[config.mk]
export PLATFORM = sky130hd
export DESIGN_NAME = wtme_ctrl
export DESIGN_NICKNAME = d
export VERILOG_FILES = /design/src/rtl/core/wtme_pkg.sv /design/src/rtl/core/wtme_ctrl.sv
export SDC_FILE = /design/constraint.sdc
export NUM_CORES = 1
export LEC_CHECK = 0
export CAP_MARGIN = 15
export CORE_MARGIN = 4
export CORE_UTILIZATION = 37
export DETAILED_ROUTE_END_ITERATION = 10
export DONT_BUFFER_PORTS = 1
export GPL_TIMING_DRIVEN = 0
export SLEW_MARGIN = 25
export SYNTH_ARGS = -nofsm -noshare
export SYNTH_HDL_FRONTEND = slang
export SYNTH_SLANG_ARGS = --single-unit
[constraint.sdc]
create_clock -name clk -period 1.7 [get_ports clk]
set_input_delay 0.255 -clock clk [delete_from_list [all_inputs] [get_ports clk]]
set_output_delay 0.255 -clock clk [all_outputs]
set_load 0.005 [all_outputs]
[src/rtl/core/wtme_pkg.sv]
package wtme_pkg;

  localparam int unsigned QUEUE_DEPTH_DEF = 16;

  typedef enum logic [1:0] {
    OP_POST   = 2'd0,
    OP_ARRIVE = 2'd1,
    OP_PROBE  = 2'd2,
    OP_LOOKUP = 2'd3
  } op_t;

  typedef enum logic [2:0] {
    ST_QUEUED      = 3'd0,
    ST_MATCHED     = 3'd1,
    ST_FULL        = 3'd2,
    ST_PROBE_HIT   = 3'd3,
    ST_PROBE_MISS  = 3'd4,
    ST_LOOKUP_HIT  = 3'd5,
    ST_LOOKUP_MISS = 3'd6,
    ST_MATCH_DROP  = 3'd7
  } status_t;

  typedef struct packed {
    logic [1:0]  opcode;
    logic [15:0] source;
    logic        any_source;
    logic [31:0] tag;
    logic        any_tag;
    logic        silent;
    logic [31:0] offset;
    logic [31:0] length;
    logic [63:0] buffer_addr;
    logic [31:0] buffer_key;
    logic [15:0] handle;
  } in_item_t;

  typedef struct packed {
    logic [2:0]  status;
    logic [63:0] read_src_addr;
    logic [31:0] remote_key;
    logic [63:0] read_dst_addr;
    logic [31:0] read_length;
    logic [31:0] local_key;
    logic [15:0] remote_handle;
    logic [15:0] local_handle;
    logic [15:0] found_source;
    logic        found_any_source;
  } out_item_t;

  // One queue entry; silent and offset are unused in the arrival queue.
  typedef struct packed {
    logic [15:0] source;
    logic        any_source;
    logic [31:0] tag;
    logic        any_tag;
    logic        silent;
    logic [31:0] offset;
    logic [63:0] addr;
    logic [31:0] key;
    logic [31:0] length;
    logic [15:0] handle;
  } entry_t;

  // Controller to datapath commands.
  typedef struct packed {
    logic load;       // capture the input transaction
    logic clr_scan;   // reset the scan index
    logic step;       // read the next entry and advance
    logic shift;      // move one entry down during compaction
    logic push;       // append the item to a queue
    logic push_arr;   // 1 selects the arrival queue
    logic dec_arr;    // finish a removal from arrivals
    logic dec_post;   // finish a removal from posted
    logic set_out;    // build the result register
  } cmd_t;

  // Datapath to controller status.
  typedef struct packed {
    logic [1:0] opcode;
    logic       scan_done;  // index reached the count of the scanned queue
    logic       hit;        // entry under test matches
    logic       shift_done; // compaction reached the tail
    logic       arr_full;
    logic       post_full;
    logic       silent;
    logic       hit_silent; // matched posted entry was silent
  } sts_t;

  function automatic logic keys_match(input logic [15:0] s_a, input logic as_a,
                                      input logic [31:0] t_a, input logic at_a,
                                      input logic [15:0] s_b, input logic as_b,
                                      input logic [31:0] t_b, input logic at_b);
    logic s_ok;
    logic t_ok;
    s_ok = as_a | as_b | (s_a == s_b);
    t_ok = at_a | at_b | (t_a == t_b);
    return s_ok & t_ok;
  endfunction

  function automatic logic [63:0] add_offset(input logic [63:0] addr,
                                             input logic [31:0] off);
    if (off != 32'd0 && !off[31]) begin
      return addr + {32'd0, off};
    end
    return addr;
  endfunction

endpackage

[src/rtl/core/wtme_ctrl.sv]
module wtme_ctrl (
  input  logic               clk,
  input  logic               rst_n,
  input  logic               in_valid,
  output logic               in_ready,
  output logic               out_valid,
  input  logic               out_ready,
  input  wtme_pkg::sts_t     sts,
  output wtme_pkg::cmd_t     cmd,
  output wtme_pkg::status_t  out_status
);
  typedef enum logic [2:0] {S_IDLE, S_SCAN, S_TEST, S_SHIFT, S_FINISH, S_OUT} state_t;

  state_t            state_r;
  logic              out_valid_r;
  wtme_pkg::status_t status_r;
  logic              hit_r;

  assign in_ready   = (state_r == S_IDLE) && !out_valid_r;
  assign out_valid  = out_valid_r;
  assign out_status = status_r;

  always_comb begin
    cmd = '0;
    case (state_r)
      S_IDLE: begin
        cmd.load     = in_valid && in_ready;
        cmd.clr_scan = in_valid && in_ready;
      end
      S_SCAN: begin
        cmd.step = !sts.scan_done;
      end
      S_SHIFT: begin
        cmd.shift = !sts.shift_done;
        if (sts.shift_done) begin
          cmd.dec_arr  = (sts.opcode != wtme_pkg::OP_ARRIVE);
          cmd.dec_post = (sts.opcode == wtme_pkg::OP_ARRIVE);
        end
      end
      S_FINISH: begin
        if (!hit_r && (sts.opcode == wtme_pkg::OP_POST || sts.opcode == wtme_pkg::OP_ARRIVE)) begin
          cmd.push     = (sts.opcode == wtme_pkg::OP_POST) ? !sts.post_full : !sts.arr_full;
          cmd.push_arr = (sts.opcode == wtme_pkg::OP_ARRIVE);
        end
        if (hit_r && sts.opcode == wtme_pkg::OP_ARRIVE && sts.hit_silent) begin
          cmd.push     = !sts.arr_full;
          cmd.push_arr = 1'b1;
        end
      end
      S_OUT: begin
        // The status register was settled by the finish cycle.
        cmd.set_out = 1'b1;
      end
      default: ;
    endcase
  end

  // A found entry is tested in the cycle after its read; removals then compact.
  always_ff @(posedge clk) begin
    if (!rst_n) begin
      state_r     <= S_IDLE;
      out_valid_r <= 1'b0;
      status_r    <= wtme_pkg::ST_QUEUED;
      hit_r       <= 1'b0;
    end else begin
      case (state_r)
        S_IDLE: begin
          if (out_valid_r && out_ready) begin
            out_valid_r <= 1'b0;
          end
          if (cmd.load) begin
            hit_r   <= 1'b0;
            state_r <= S_SCAN;
          end
        end
        S_SCAN: begin
          if (sts.scan_done) begin
            state_r <= S_FINISH;
          end else begin
            state_r <= S_TEST;
          end
        end
        S_TEST: begin
          if (sts.hit) begin
            hit_r <= 1'b1;
            if (sts.opcode == wtme_pkg::OP_ARRIVE ||
                (sts.opcode == wtme_pkg::OP_POST && !sts.silent)) begin
              state_r <= S_SHIFT;
            end else begin
              state_r <= S_FINISH;
            end
          end else begin
            state_r <= S_SCAN;
          end
        end
        S_SHIFT: begin
          if (sts.shift_done) begin
            state_r <= S_FINISH;
          end
        end
        S_FINISH: begin
          case (sts.opcode)
            wtme_pkg::OP_POST:
              status_r <= hit_r ? wtme_pkg::ST_MATCHED :
                          (sts.post_full ? wtme_pkg::ST_FULL : wtme_pkg::ST_QUEUED);
            wtme_pkg::OP_ARRIVE:
              status_r <= hit_r ? ((sts.hit_silent && sts.arr_full) ?
                                   wtme_pkg::ST_MATCH_DROP : wtme_pkg::ST_MATCHED) :
                          (sts.arr_full ? wtme_pkg::ST_FULL : wtme_pkg::ST_QUEUED);
            wtme_pkg::OP_PROBE:
              status_r <= hit_r ? wtme_pkg::ST_PROBE_HIT : wtme_pkg::ST_PROBE_MISS;
            default:
              status_r <= hit_r ? wtme_pkg::ST_LOOKUP_HIT : wtme_pkg::ST_LOOKUP_MISS;
          endcase
          state_r <= S_OUT;
        end
        S_OUT: begin
          out_valid_r <= 1'b1;
          state_r     <= S_IDLE;
        end
        default: state_r <= S_IDLE;
      endcase
    end
  end
endmodule

# Word-level counts from Yosys, hierarchy flattened
# Cells that the tools add are included.
word_totals:
  output_inout_bits: 14
  ff_bits: 8
  inputBits: 13
classes:
  n_mux: 29
  reduce_logical: 24
  n_eq_ne: 12
op_table:
  columns: ["cell", "count"]
  rows:
  - ["3-bit 2-to-1 mux", 8]
  - ["2-bit 2-to-1 mux", 10]
  - ["3-bit case mux with 5 select lines", 1]
  - ["3-bit case mux with 3 select lines", 1]
  - ["1-bit logical AND", 8]
  - ["1-bit logical NOT", 7]
  - ["1-bit 2-to-1 mux", 7]
  - ["3-bit by 2-bit == test with 1-bit output, second input constant", 2]
  - ["3-bit == test, second input constant", 2]
  - ["2-bit inequality test, second input constant", 3]
  - ["2-bit by 1-bit inequality test with 1-bit output, second input constant", 2]
  - ["1-bit case mux with 2 select lines", 2]
  - ["2-bit AND reduction", 2]
  - ["2-bit nonzero test", 2]
  - ["3-bit by 1-bit == test with 1-bit output, second input constant", 1]
  - ["3-bit logical NOT", 1]
  - ["3-bit AND reduction", 1]
  - ["2-bit by 1-bit == test with 1-bit output, second input constant", 1]
  - ["2-bit == test, second input constant", 1]
  - ["2-bit logical NOT", 1]
  - ["1-bit logical OR", 2]

# Logic depth before layout (Yosys ltp)
# Gate-level depths: netlist of run 1.
logic_depth:
  depth_word: 6
  ltp_mapped: 5

# Least setup slack after synthesis of run 1
# Ideal clock, no wire load.
synth_path:
  kind: "register to output"
  startpoint: "register state_r[0]"
  endpoint: "output port cmd[8] in the netlist's numbering"
  stages_incl_launch_ff: 6
  arrival_time_ps: 1174
  path_buffers: 2
  setup_slack_ps: 271
  required_time_ps: 1445
  path_cell_list: "dfxtp_1 buf_6 or2_4 nor3_1 and2_1 buf_4"
synth_lines:
  columns: ["element", "line_no", "text"]
  rows:
  - ["start: declaration", "wtme_ctrl.sv:14", "state_t state_r;"]
  - ["start signal: assignment", "wtme_ctrl.sv:61", "state_r <= S_IDLE;"]
  - ["start signal: assignment", "wtme_ctrl.sv:73", "state_r <= S_SCAN;"]
  - ["start signal: assignment", "wtme_ctrl.sv:78", "state_r <= S_FINISH;"]
  - ["end: declaration", "wtme_ctrl.sv:9", "output wtme_pkg::cmd_t cmd,"]

==> impl_metrics.env, run 1 <==
export IMPL_root_buffer="clkbuf_4"
export IMPL_antenna_cells=0
export IMPL_nets=90
export IMPL_routed_wirelength_microns=1348
export IMPL_yosysUniqueCellTypes=31
export IMPL_antenna_found_initial=0
export IMPL_grt_ovfl_total=0
export IMPL_cp_max_fo=9
export IMPL_synthFlopType="dfxtp_1"
export IMPL_grt_max_degree=11
export IMPL_ir_worst_vdd_mv=0.3367
export IMPL_synth_fp_nets=85
export IMPL_outcome="finished clean"
export IMPL_cts_htree_levels=1
export IMPL_syn_area_sq_um=548.0
export IMPL_endpoint_kind="output pin"
export IMPL_track_usage_pct=14.55
export IMPL_synthCells=72
export IMPL_dieHeight_microns=46.49
export IMPL_yosys_area_top_type_share_pct=29.22
export IMPL_cts_buffer_depth=2
export IMPL_synth_top_area_cell="dfxtp_1"
export IMPL_hp_class="primary input to flop"
export IMPL_cap_violations=0
export IMPL_postCtsHoldBufs=0
export IMPL_crit_type="flop to output pin"
export IMPL_drt_wirelength_per_cell_microns=14.98
export IMPL_place_congestion=0.6895
export IMPL_tightestPinTransition_ps=482.5
export IMPL_drive_above_1_share_pct=14.67
export IMPL_syn_to_final_growth_pct=10.27
export IMPL_grt_pass1_vias=482
export IMPL_skew_ps=2.057
export IMPL_cts_tree="yes"
export IMPL_drt_pass1_iter_count=4
export IMPL_hold_viol_final=0
export IMPL_postSynthAreaPerCell_sq_um=7.611
export IMPL_viasPerCell=5.844
export IMPL_critPathRequiredTime_ps=1440
export IMPL_finish_utilization_pct=44.76
export IMPL_antenna_left=0
export IMPL_synth_common_cells="8 x dfxtp_1, 8 x nand2_1, 5 x a21oi_1, 5 x nor2_1, 4 x inv_1"
export IMPL_rows=13
export IMPL_period_share_pct=95.51
export IMPL_numCtsBuffers=3
export IMPL_timing_fmax_mhz=615.9
export IMPL_fin_tns_setup_ps=0
export IMPL_io_pins=27
export IMPL_start_util_pct=40.59
export IMPL_rsz0062_at_grt="no"
export IMPL_vias=526
export IMPL_slew_headroom_pct=67.00
export IMPL_drt_iter0_markers=9
export IMPL_grt_pass1_wl_microns=2159
export IMPL_p_per_area_nw_per_um2=811.1
export IMPL_drcViolationCount=0
export IMPL_fp_dieW_microns=46.49
export IMPL_async_reset_ff_share_pct=0
export IMPL_cp_arrival_ps=1370
export IMPL_synth_edf_count=0
export IMPL_p_leak_nw=0.2580
export IMPL_netlist_top_cells_area="dfxtp_1 29%, nand2_1 5.5%, a211o_1 4.8%, a21oi_1 4.6%, a21boi_0 4.1%"
export IMPL_synth_warnings=0
export IMPL_clk_latency_ps=250
export IMPL_cts_sinks=8
export IMPL_dieArea_sq_um=2161
export IMPL_yosysSeqAreaShare_pct=29.22
export IMPL_clkSlewWorstSetupHoldPaths_ps=60
export IMPL_setup_violations=0
export IMPL_coreArea_sq_um=1350
export IMPL_period_needed_ps=1624
export IMPL_start_kind="flop"
export IMPL_port_buffers=0
export IMPL_slew_viol_final=0
export IMPL_ys_seq_elements=8
export IMPL_dpl_hpwl_microns=1045
[kinds of logic (layout without fill, tap and decap cells)]
group	Yosys count	count (layout)	synth area share (%)
simple gates	32	32	31.97
compound gates	23	23	29.68
flops	8	8	29.22
buf+inv	8	11	7.534
xor+xnor	1	1	1.598
[routing by layer]
layer / track usage, % / routed length, microns / vias to the layer above
met5: 0 / 0 / -
met4: 6.818 / 10 / 0
met3: 6.641 / 167 / 2
met2: 19.78 / 555 / 23
met1: 19.12 / 615 / 235
li1: - / - / 266
[stage by stage]
step                setup WS (ps)  power (mW)  instances  cell area [sq um]  hold WS, ps
finish                      76.31      0.4901         90              604.3        125.4
global route                22.13      0.5182         90              604.3        126.6
CTS                         42.25      0.4878         90              598.1        126.0
detailed placement          170.6      0.3306         87              566.8        393.2
global placement            182.1      0.3286         87              566.8        392.3
floorplan                   271.1      0.3104         72              548.0        380.8
[flip-flops by register name, summed over array words and instances (netlist names)]
signal	cells
out_valid	1
hit_r	1
state_r	3
out_status	3
[cell type report]
| cell class | count | area [sq um] |
|---|---|---|
| Buffer | 4 | 27.53 |
| Clock buffer | 3 | 22.52 |
| Fill cell | 152 | 745.7 |
| Inverter | 4 | 15.01 |
| Multi-Input combinational cell | 56 | 360.3 |
| Sequential cell | 8 | 160.2 |
| Tap cell | 15 | 18.77 |
[final timing paths]
path,to,slack (ps),startpoint,cells past startpoint
worst min register to register,out_status[2],490,out_status[2],2
worst max register to register,out_status[1],240,state_r[0],5
worst max-delay path,cmd[4],80,state_r[0],5
worst min-delay path,out_valid,130,rst_n,1
[timing repair]
action                     in CTS  in global routing
gates resized for setup         3                  1
setup buffers                   0                  0
setup endpoints to repair       1                  1
[cells in the final DEF, fill, tap and decap left out]
cell       synthesis  layout
nor3_4             0       1
or3b_1             1       1
o21a_1             1       1
nand3_1            2       2
nor2_1             5       5
and4bb_2           1       1
and3_1             2       2
a21boi_0           3       3
nand3b_1           1       1
o211a_1            1       1
a32o_1             1       1
a31oi_1            2       2
and2_4             0       1
nor3_1             3       2
or2_4              1       1
nand2b_1           2       2
a21oi_1            5       5
buf_4              1       1
o21ai_0            2       2
o21bai_1           1       1
a211o_1            3       3
clkbuf_2           0       1
a21o_1             3       3
nor2b_1            3       3
nor2_2             1       1
a2111oi_0          1       1
dfxtp_1            8       8
xor2_1             1       1
inv_1              4       4
nand2_1            8       8
clkbuf_4           0       3
nor3b_1            1       1
clkbuf_1           2       1
buf_6              1       1
[report_power, final]
group	total, mW	switching (mW)	internal (mW)
Clock	0.152	0.0706	0.0812
Combinational	0.131	0.0681	0.0625
Sequential	0.208	0.00939	0.198
[worst max-delay path, stage by stage (launching register included)]
cell     delay, ps
dfxtp_1        300
buf_6          130
nor2_2         180
nand2_1        190
a21oi_1        140
and3_1         180
Note: power is estimated with default switching activity, not from simulation.
==> run 2: changes to the inputs <==
==> constraint.sdc (replaced) <==
create_clock -name clk -period 1.7 [get_ports clk]
set_input_delay 0.085 -clock clk [delete_from_list [all_inputs] [get_ports clk]]
set_output_delay 0.085 -clock clk [all_outputs]
set_load 0.005 [all_outputs]
==> run 2 against run 1 <==
Worst hold slack got worse by 78 ps. Sequential cell count unchanged. Fmax increased by 0.28%. Setup slack improved by 4.5 ps. Power decreased by 1.3%. Critical path depth unchanged. Utilization decreased by 0.37 points. First-iteration DRC count increased by 22%. Final area decreased by 0.83%. Clock-buffer cell count unchanged. Cell count increased by 1.1%. Via count decreased by 1.3%.
==> impl_metrics.env, run 2 (synthesized netlist as in run 1, its figures left out) <==
export IMPL_outcome="finished clean"
export IMPL_period_share_pct=95.25
export IMPL_cts_htree_levels=1
export IMPL_drt_pass1_iter_count=4
export IMPL_grt_pass1_wl_microns=2228
export IMPL_rsz0062_at_grt="no"
export IMPL_coreArea_sq_um=1350
export IMPL_syn_to_final_growth_pct=9.361
export IMPL_hold_viol_final=0
export IMPL_dp_cells=87
export IMPL_p_leak_nw=0.2538
export IMPL_finish_utilization_pct=44.39
export IMPL_rows=13
export IMPL_clk_latency_ps=260
export IMPL_critPathMaxStageDelay_ps=300
export IMPL_track_usage_pct=15.02
export IMPL_drt_wirelength_per_cell_microns=15.27
export IMPL_drt_iter0_markers=11
export IMPL_final_cell_mix="8 x nand2_1, 8 x dfxtp_1, 5 x nor2_1, 5 x a21oi_1, 4 x inv_1"
export IMPL_port_buffers=0
export IMPL_clkPwrFrac_pct=31.4
export IMPL_slew_viol_final=0
export IMPL_start_kind="flop"
export IMPL_fp_dieW_microns=46.49
export IMPL_cts_sinks=8
export IMPL_critPathRequiredTime_ps=1620
export IMPL_setup_violations=0
export IMPL_cts_tree="yes"
export IMPL_seqPwrFrac_pct=42.9
export IMPL_antenna_found_initial=0
export IMPL_dieHeight_microns=46.49
export IMPL_ir_worst_vdd_mv=0.3564
export IMPL_io_pins=27
export IMPL_critPathSlowestCell="dfxtp_1"
export IMPL_min_delay_start="sts[5]"
export IMPL_viasPerCell=5.703
export IMPL_antenna_cells=0
export IMPL_swShare_pct=30.32
export IMPL_combPwrFrac_pct=25.8
export IMPL_drcViolationCount=0
export IMPL_dieArea_sq_um=2161
export IMPL_cp_arrival_ps=1530
export IMPL_p_per_area_nw_per_um2=807.0
export IMPL_fin_tns_setup_ps=0
export IMPL_crit_chain="buf_6, or2_4, nor3_1, and2_1, buf_4"
export IMPL_internal_power_mw=0.3370
export IMPL_grt_max_degree=11
export IMPL_routed_wirelength_microns=1390
export IMPL_r2r_start="state_r[0]"
export IMPL_post_cts_resize_count=0
export IMPL_endpoint_kind="output pin"
export IMPL_numCtsBuffers=3
export IMPL_cp_max_fo=9
export IMPL_cp_startpoint="state_r[0]"
export IMPL_cts_buffer_depth=2
export IMPL_nets=91
export IMPL_crit_type="flop to output pin"
export IMPL_antenna_left=0
export IMPL_instances_no_fill=91
export IMPL_clkSlewWorstSetupHoldPaths_ps=60
export IMPL_cap_violations=0
export IMPL_timing_fmax_mhz=617.6
export IMPL_n_fill_cell=150
export IMPL_start_util_pct=40.59
export IMPL_dpl_hpwl_microns=1045
export IMPL_place_congestion=0.6895
export IMPL_p_switching_mw=0.1467
export IMPL_tightestPinTransition_ps=494.2
export IMPL_root_buffer="clkbuf_4"
export IMPL_period_needed_ps=1619
export IMPL_drive_above_1_share_pct=10.53
export IMPL_vias=519
export IMPL_hp_class="primary input to flop"
export IMPL_slew_headroom_pct=66.20
export IMPL_grt_pass1_vias=490
export IMPL_grt_ovfl_total=0
export IMPL_skew_ps=4.659
-- run 2: cell types whose count changed in the layout (fill, tap and decap cells not counted), sizes merged --
cell	change
dlygate4sd3	+1
-- run 2: power groups by stage --
stage                     Sequential (mW)  Combinational [mW]  Clock [mW]
after detailed placement            0.211               0.119           0
after CTS                           0.207               0.124       0.155
after global placement              0.211               0.117           0
final                               0.207               0.125       0.152
after floorplan                     0.209               0.101           0
after global routing                0.209               0.139       0.163
-- run 2: stage by stage --
stage	worst slack (ps)	hold WS [ps]	power (mW)	area, sq um
after floorplan	402.9	208.6	0.3104	548.0
after global placement	243.0	220.0	0.3286	566.8
after detailed placement	253.3	218.4	0.3306	566.8
after CTS	67.15	47.81	0.4858	599.3
after global routing	0.6416	60.16	0.5119	599.3
final	80.83	47.60	0.4837	599.3
-- run 2: metal layers --
layer / share of wire, % / track usage (%) / up-vias
li1: - / - / 266
met2: 42 / 20.88 / 23
met5: 0 / 0 / -
met1: 45 / 19.59 / 226
met4: 1.2 / 6.818 / 0
met3: 12 / 6.641 / 4
-- run 2: cell type report --
type | instances | area [sq um] | share of cell area [%]
plain buffers | 4 | 26.28 | 4.384
clock buffers | 3 | 22.52 | 3.758
inverters | 4 | 15.01 | 2.505
multi-input cells | 56 | 346.6 | 57.83
flip-flops and latches | 8 | 160.2 | 26.72
well taps | 15 | 18.77 | 3.132
repair buffers | 1 | 10.01 | 1.670
-- run 2: repair_timing --
item / 4_1_cts / 5_1_grt
hold endpoints to repair: 7 / 0
hold buffers: 1 / 0
buffers inserted: 0 / 0
-- run 2: critical path: cells and delay by family, from the launching register on --
family / cells / cell delay (ps)
buffers and inverters: 2 / 260
flip-flops: 1 / 300
AND/OR/NAND/NOR: 3 / 710
-- run 2: worst paths after layout --
kind,endpoint,slack (ps),cells past startpoint
hold reg to reg,out_status[2],490,2
setup / recovery,cmd[8],80,5
hold / removal,state_r[0],50,2
setup reg to reg,out_status[1],240,5
==> run 3: changes to the inputs <==
--- a/config.mk
+++ b/config.mk
@@ -8,9 +8,11 @@
 export CAP_MARGIN = 15
 export CORE_MARGIN = 4
 export CORE_UTILIZATION = 37
+export CTS_BUF_LIST = sky130_fd_sc_hd__clkbuf_16
 export DETAILED_ROUTE_END_ITERATION = 10
 export DONT_BUFFER_PORTS = 1
 export GPL_TIMING_DRIVEN = 0
+export SETUP_SLACK_MARGIN = 0.2
 export SLEW_MARGIN = 25
 export SYNTH_ARGS = -nofsm -noshare
 export SYNTH_HDL_FRONTEND = slang
==> run 3 against run 2 <==
Utilization increased by 5.1 points. Setup slack improved by 190 ps. Register-to-register slack improved by 60 ps. Via count increased by 0.39%. Clock power increased to 2.6 times the previous value. Wire length increased by 0.94%. Critical path depth unchanged. Power increased by 53%. Critical endpoint is now cmd[4].
==> impl_metrics.env, run 3 (synthesized netlist as in run 1, its figures left out) <==
export IMPL_slew_viol_final=0
export IMPL_cap_violations=0
export IMPL_grt_pass1_wl_microns=2221
export IMPL_whs_ps=9.382
export IMPL_cts_tree="yes"
export IMPL_fin_area_sq_um=668.1
export IMPL_fin_tns_setup_ps=0
export IMPL_setup_violations=0
export IMPL_antenna_cells=0
export IMPL_syn_to_final_growth_pct=21.92
export IMPL_timing_fmax_mhz=699.6
export IMPL_p_leak_nw=0.2852
export IMPL_cp_arrival_ps=1340
export IMPL_dieArea_sq_um=2161
export IMPL_hp_class="primary input to flop"
export IMPL_grt_pass1_vias=494
export IMPL_numCtsBuffers=3
export IMPL_track_usage_pct=15.26
export IMPL_cts_sinks=8
export IMPL_start_kind="flop"
export IMPL_cts_htree_levels=1
export IMPL_fp_dieW_microns=46.49
export IMPL_outcome="finished clean"
export IMPL_dieHeight_microns=46.49
export IMPL_ir_worst_vdd_mv=0.5164
export IMPL_period_needed_ps=1429
export IMPL_slew_headroom_pct=72.45
export IMPL_n_fill_cell=139
export IMPL_cts_buffer_depth=2
export IMPL_period_share_pct=84.08
export IMPL_dpl_hpwl_microns=1045
export IMPL_start_util_pct=40.59
export IMPL_final_cell_mix="8 x nand2_1, 8 x dfxtp_1, 5 x nor2_1, 5 x a21oi_1, 4 x inv_1"
export IMPL_viasPerCell=5.725
export IMPL_drive_above_1_share_pct=14.47
export IMPL_dp_cells=87
export IMPL_endpoint_kind="output pin"
export IMPL_post_cts_buffers=0
export IMPL_crit_family="simple AND/OR/NAND/NOR gates"
export IMPL_nets=91
export IMPL_io_pins=27
export IMPL_skew_ps=1.779
export IMPL_grt_max_degree=11
export IMPL_cp_max_fo=9
export IMPL_critPathSlowestCell="dfxtp_1"
export IMPL_rsz0062_at_grt="no"
export IMPL_root_buffer="clkbuf_16"
export IMPL_place_area_sq_um=566.8
export IMPL_drt_pass1_iter_count=4
export IMPL_path_buf_inv=1
export IMPL_instances_no_fill=91
export IMPL_rows=13
export IMPL_critPathMaxStageDelay_ps=300
export IMPL_p_per_area_nw_per_um2=1110
export IMPL_drcViolationCount=0
export IMPL_vias=521
export IMPL_r2r_slack_ps=300
export IMPL_place_congestion=0.6895
export IMPL_grt_ovfl_total=0
export IMPL_drt_wirelength_per_cell_microns=15.42
export IMPL_drt_iter0_markers=17
export IMPL_coreArea_sq_um=1350
export IMPL_hold_viol_final=0
export IMPL_crit_type="flop to output pin"
export IMPL_clkSlewWorstSetupHoldPaths_ps=40
export IMPL_port_buffers=0
export IMPL_clk_latency_ps=230
export IMPL_critPathRequiredTime_ps=1620
export IMPL_antenna_left=0
export IMPL_crit_chain="buf_6, nor2_2, nand2_1, a21oi_1, and3_1"
export IMPL_routed_wirelength_microns=1403
export IMPL_antenna_found_initial=0
export IMPL_tightestPinTransition_ps=412.2
## run 3: cell counts in the layout (fill, tap and decap cells not counted)
No cell type changed its count.
## run 3: path summary, 6_finish.rpt
path / from / to / cells after the start
min reg2reg: out_status[2] / out_status[2] / 2
min: rst_n / out_status[2] / 1
max reg2reg: state_r[0] / out_status[1] / 5
max: state_r[0] / cmd[4] / 5
## run 3: cell type report
type | instances | area [sq um] | share of cell area [%]
plain buffers | 4 | 27.53 | 4.120
clock buffers | 3 | 75.07 | 11.24
inverters | 4 | 15.01 | 2.247
multi-input cells | 56 | 361.6 | 54.12
flip-flops and latches | 8 | 160.2 | 23.97
well taps | 15 | 18.77 | 2.809
repair buffers | 1 | 10.01 | 1.498
## run 3: layer usage
metal / global-route usage, % / part of all wire (%) / wire, microns / vias up
met5: 0 / 0 / 0 / -
met4: 8.523 / 1.7 / 24 / 0
li1: - / - / - / 267
met1: 19.82 / 46 / 643 / 226
met2: 19.78 / 40 / 564 / 24
met3: 7.813 / 12 / 170 / 4
## run 3: power by group
group | internal (mW) | switching [mW]
registers | 0.200 | 0.00927
clock network | 0.303 | 0.0946
logic | 0.0642 | 0.0706
total | 0.567 | 0.174
## run 3: timing repair
item / in CTS / in global routing
resized for setup: 3 / 2
hold buffers: 1 / 0
pin swaps: 0 / 0
endpoints found under the hold margin: 4 / 0
setup endpoints to repair: 1 / 2
gates cloned: 0 / 0
## run 3: through the flow
| stage | utilization, % | power (mW) | setup slack [ps] |
|---|---|---|---|
| 2_1_floorplan | - | 0.3104 | 402.9 |
| 3_3_place_gp | 41.98 | 0.3286 | 243.0 |
| 3_5_place_dp | 41.98 | 0.3306 | 253.3 |
| 4_1_cts | 48.93 | 0.7404 | 234.1 |
| 5_1_grt | 49.49 | 0.7756 | 222.3 |
| 6_report | 49.49 | 0.7418 | 270.6 |
